==> src/design/kst_table.sv <==
module kst_table #(
	parameter int DEPTH = 64,
	parameter int WIDTH = 8,
	localparam int AW = $clog2(DEPTH)
) (
	input  logic             clk,
	input  logic             arst_n,
	input  logic             re,
	input  logic [AW-1:0]    raddr,
	output logic [WIDTH-1:0] rdata,
	input  logic             we,
	input  logic [AW-1:0]    waddr,
	input  logic [WIDTH-1:0] wdata
);

	// An entry that has never been written reads as all zeros.
	logic [WIDTH-1:0] mem [DEPTH];
	logic [DEPTH-1:0] vld_q;
	logic [WIDTH-1:0] rdata_q;
	logic             rvld_q;

	always_ff @(posedge clk) begin
		if (we) begin
			mem[waddr] <= wdata;
		end
		if (re) begin
			rdata_q <= mem[raddr];
		end
	end

	always_ff @(posedge clk or negedge arst_n) begin
		if (!arst_n) begin
			vld_q  <= '0;
			rvld_q <= 1'b0;
		end else begin
			if (we) begin
				vld_q[waddr] <= 1'b1;
			end
			if (re) begin
				rvld_q <= vld_q[raddr];
			end
		end
	end

	assign rdata = rvld_q ? rdata_q : '0;

endmodule

==> config.mk <==
export PLATFORM = sky130hd
export DESIGN_NAME = kst_table
export DESIGN_NICKNAME = d
export VERILOG_FILES = /design/src/design/kst_table.sv
export SDC_FILE = /design/constraint.sdc
export NUM_CORES = 1
export LEC_CHECK = 0
export ABC_AREA = 0
export BUFFER_PORTS_ARGS = -buffer_cell sky130_fd_sc_hd__buf_2
export CELL_PAD_IN_SITES_DETAIL_PLACEMENT = 1
export CELL_PAD_IN_SITES_GLOBAL_PLACEMENT = 2
export CORE_MARGIN = 4
export CORE_UTILIZATION = 45
export DETAILED_ROUTE_END_ITERATION = 7
export MAX_ROUTING_LAYER = met4
export PLACE_DENSITY_LB_ADDON = 0.08
export REMOVE_ABC_BUFFERS = 1
export SLEW_MARGIN = 20
export SYNTH_ARGS = -nofsm -noshare
export SYNTH_HDL_FRONTEND = slang
export SYNTH_SLANG_ARGS = --single-unit
==> constraint.sdc <==
create_clock -name clk -period 2.6 [get_ports clk]
set_input_delay 0.26 -clock clk [delete_from_list [all_inputs] [get_ports clk]]
set_output_delay 0.26 -clock clk [all_outputs]
set_load 0.005 [all_outputs]
Word level (Yosys, flattened, before mapping)
Memories as Yosys holds them, arrays and structs flattened. A register that Yosys moved wholly into a read port is not among the register bits. Cells that the tools add are included.

Bits in registers: 65. Memory bits (writable): 512. Memories: 1.

$lt $le $gt $ge: 3. Reductions and logical operators: 1. Muxes and demuxes: 7. Bitwise operators: 1.

Memories: mem (depth 64, width 8, rd ports 1, clocked after Yosys merged registers in 1, write ports 1, line 17) `logic [WIDTH-1:0] mem [DEPTH];`.

Operator list (number): 64-bit bitwise OR (1); 6-bit by 7-bit less-than comparator with 1-bit output, second input constant (2); 8-bit 2-to-1 mux (1); 1-bit binary-select mux with 6-bit select (1); 1-bit demux with 6-bit select (1); 6-bit by 1-bit greater-or-equal comparator with 1-bit output, second input constant (1); 1-bit 2-to-1 mux (4); 1-bit logical AND (1).

Depth between registers and ports, before layout
Word-level depth: 5. Mapped depth: 8. Depth with buffers taken out: 5.

Worst setup path after synthesis
No wires, ideal clock.

Path kind: input-to-reg. Start point: input raddr[1]. End point: register rdata_q[1] (read register of mem) (data pin). Cell stages on the path: 7. Path buffers: 3. Data arrival time: 1937 ps. Slack: 391 ps. Cell sequence: buf_2 -> buf_2 -> buf_1 -> mux4_2 -> mux4_2 -> mux2i_1 -> a21oi_1.

RTL lines: from (decl) (line 9) `input logic [AW-1:0] raddr,`; to (decl) (line 19) `logic [WIDTH-1:0] rdata_q;`.

==> metrics.md <==
| Metric | Value |
|---|---|
| Critical path depth in cells | `5` |
| PnR Total Power | `20.2 mW` |
| Max clock buf depth | `3` |
| Vias in the first global route | `approximately 12000` |
| Distinct cells, synth | `30` |
| Yosys reg bits | `approximately 590` |
| First-pass GRT wire length | `85.4 mm` |
| RD Place Congestion | `slightly below 0.8` |
| All-Layer GR Usage | `a little under a quarter` |
| WHS Path Cells | `1` |
| CP max FO | `1` |
| Initial DRC count | `just under 1000` |
| Crit end category | `register` |
| Final setup viols | `0` |
| Layout cells sized above 1 | `between 30 and 40%` |
| Fill cell count | `around 4500` |
| VDD IR max | `between 0.0005 and 0.0006 V` |
| Min Tclk post-route | `2.42 ns` |
| Worst reg-to-reg path cell count | `5` |
| Later-pin clock latency in the skew report | `0.61 ns` |
| CTS root buf | `clkbuf_16` |
| Worst-Margin Slew | `~1.0 ns` |
| First-pass iteration count of the detailed router | `5` |
| Worst Skew | `0.0155 ns` |
| Die area | `54100 um^2` |
| Footprint of the multi-input gates | `just over 5000 um^2` |
| Sequential area share after synthesis | `75.9%` |
| Final nets | `approximately 1200` |
| Largest net degree at the start of global routing | `66` |
| Height of the die | `233 um` |
| CTS buffer count | `between 50 and 60` |
| CTS sink count | `585` |
| Antenna violations before repair | `6` |
| Critical Path Start Type | `register` |
| Leakage | `~9.0 nW` |
| Dominant delay contributor by cell family on the critical path | `multiplexers` |
| Setup Fix Bufs, Post-CTS | `0` |
| Post-CTS resize count | `0` |
| CTS tree | `built` |
| Avg Cell Area, Syn | `around 22 um^2` |
| Depth of the CTS H-tree | `2` |
| Die W | `233 um` |
| Drt total wl | `58.0 mm` |
| Clock slew at reported path FFs | `0.06 ns` |
| Final ANT Viol Nets | `0` |
| Post-placement cell count | `between 1500 and 2000` |
| Finished Layout Cells | `~1900` |
| CP Cell Sequence | `mux4_2 > mux4_2 > nor2b_1 > a211oi_1 > a21oi_1` |
| Pwr/cell area | `about 760 nW/um^2` |
| Total of max-cap violations | `0` |
| HPWL Detailed | `about 38 mm` |
| Floorplan row count | `a little over 80` |
| Via/cell ratio | `around 5.7` |
| CP Buf/Inv Count | `0` |
| Required time worst endpoint | `2.94 ns` |
| Critical Path Max Stage Delay | `0.55 ns` |
| Grt total ovfl | `0` |
| Total number of vias | `~11000` |
| Synthesized cell area | `roughly 23000 um^2` |
| Wire length per cell | `29.9 um` |
| Run status | `completed` |
| Worst Path Arrival | `2.76 ns` |
| Worst Hold Class | `in -> reg` |
| # port buffers | `31` |
| Top-Level Pins | `32` |
| Post-route setup TNS | `0 ns` |
| Yosys warnings | `0` |
| Fmax | `slightly above 400 MHz` |
| Final slew viol count | `0` |
| Worst setup path category | `reg -> reg` |
| Area grow syn2layout | `16.5%` |
| RSZ-0062 raised after global routing | `false` |
| Core area | `50100 um^2` |
| Final Hold Fails | `0` |
| DRC viols | `0` |
| Starting utilization of the core area | `45.4%` |
| Seq. cell area | `around 17000 um^2` |
| Most used cell, CP | `mux4_2` |
| Post-Synthesis Cells | `between 1000 and 1500` |
| Slew HR | `32.4%` |
| Final Cycle Share | `93.1%` |
| CP max-delay cell | `a211oi_1` |
## power breakdown
group	switching (mW)	internal (mW)	total [mW]
Clock	3.46	4.75	8.21
Sequential	0.149	10.5	10.7
Combinational	0.728	0.641	1.37
Total	4.33	15.9	20.2
## worst register-to-register path: stages (launching register included)
cell and delay, ns:
edfxtp_1 0.37, mux4_2 0.51, mux4_2 0.47, nor2b_1 0.17
a211oi_1 0.55, a21oi_1 0.07
## final cells by class
type / instances / area share, %
multi-input cells: 406 / 19.5
inverters: 3 / 0.0425
diodes: 3 / 0.0284
flip-flops and latches: 585 / 65.1
well taps: 672 / 3.18
repair buffers: 163 / 5.03
clock inverters: 38 / 1.13
clock buffers: 72 / 5.92
## kinds of logic after synthesis
| family | after synthesis | synth area share [%] |
|---|---|---|
| flops | 585 | 75.9 |
| buf+inv | 55 | 1.35 |
| compound gates | 27 | 0.804 |
| mux | 191 | 17.7 |
| simple gates | 188 | 4.22 |
## final timing paths
kind,startpoint,slack (ns),to
max in group asynchronous,arst_n,1.57,vld_q[61]
min in group asynchronous,arst_n,0.38,vld_q[29]
worst min register to register,vld_q[13],0.46,vld_q[13]
worst max register to register,mem[7][6],0.18,rdata_q[6]
worst min-delay path,re,0.09,rdata_q[6]
worst max-delay path,mem[7][6],0.18,rdata_q[6]
## layout by cell type, fill, tap and decap left out, types with 7 or more instances in the layout
master	netlist	routed
nor2_1	73	73
dfrtp_1	65	65
clkbuf_1	21	11
mux4_2	169	169
and2_1	8	8
nand2_1	11	11
buf_12	0	13
mux2i_1	22	22
o22ai_1	12	12
edfxtp_1	520	520
nand3_1	10	10
or2_2	66	66
clkbuf_16	0	61
nor2b_1	7	7
buf_2	11	28
clkinv_2	0	14
clkinv_1	0	17
buf_4	7	118
## synthesized netlist by cell type
master	count	area [um^2]
buf_2	11	55.1
nand4b_1	1	8.76
and2_1	8	50.1
a311oi_1	2	17.5
a22oi_1	4	30.0
clkbuf_1	21	78.8
nand4_1	1	6.26
inv_1	3	11.3
a31oi_1	2	12.5
a211oi_1	3	22.5
mux4_2	169	3810
buf_4	7	52.6
nand2_1	11	41.3
nor2b_1	7	43.8
buf_6	8	90.1
nor3_1	2	10.0
nand2b_1	5	31.3
buf_1	5	18.8
nor2_1	73	274
a21oi_1	3	15.0
nand3_1	10	50.1
mux2i_1	22	220
dfrtp_1	65	1630
a41o_1	1	10.0
nand3b_1	2	15.0
or3_1	1	6.26
or2_2	66	413
o22ai_1	12	75.1
edfxtp_1	520	15600
or3b_2	1	8.76
## state kept, by name (all words and copies together), names as in the netlist
signal and cells:
rdata_q 8, rvld_q 1, mem 512, vld_q 64
## routing by layer
layer | vias to the layer above | GRT usage, % | share of wire [%]
met2 | 286 | 33.4 | 47
met5 | - | - | 0
li1 | 4642 | - | -
met1 | 6069 | 34.6 | 47
met3 | 45 | 4.08 | 5.5
met4 | 0 | 4.00 | 1.2
## per-stage QoR
step                util (%)  cell area [um^2]  worst slack, ns  hold slack (ns)
global route            52.9             26500            0.139           0.0771
global placement        49.1             24600           -0.221            0.445
detailed placement      49.1             24600           -0.208            0.451
finish                  52.9             26500            0.180           0.0921
CTS                     52.8             26500            0.272           0.0625
floorplan                  -             22400            0.731          -0.0356
## repair_timing
item                       4_1_cts  5_1_grt
hold buffers                     2        0
setup endpoints to repair        0        0
hold endpoints to repair        73        0
No activity file was read; power rests on OpenSTA's default activity.
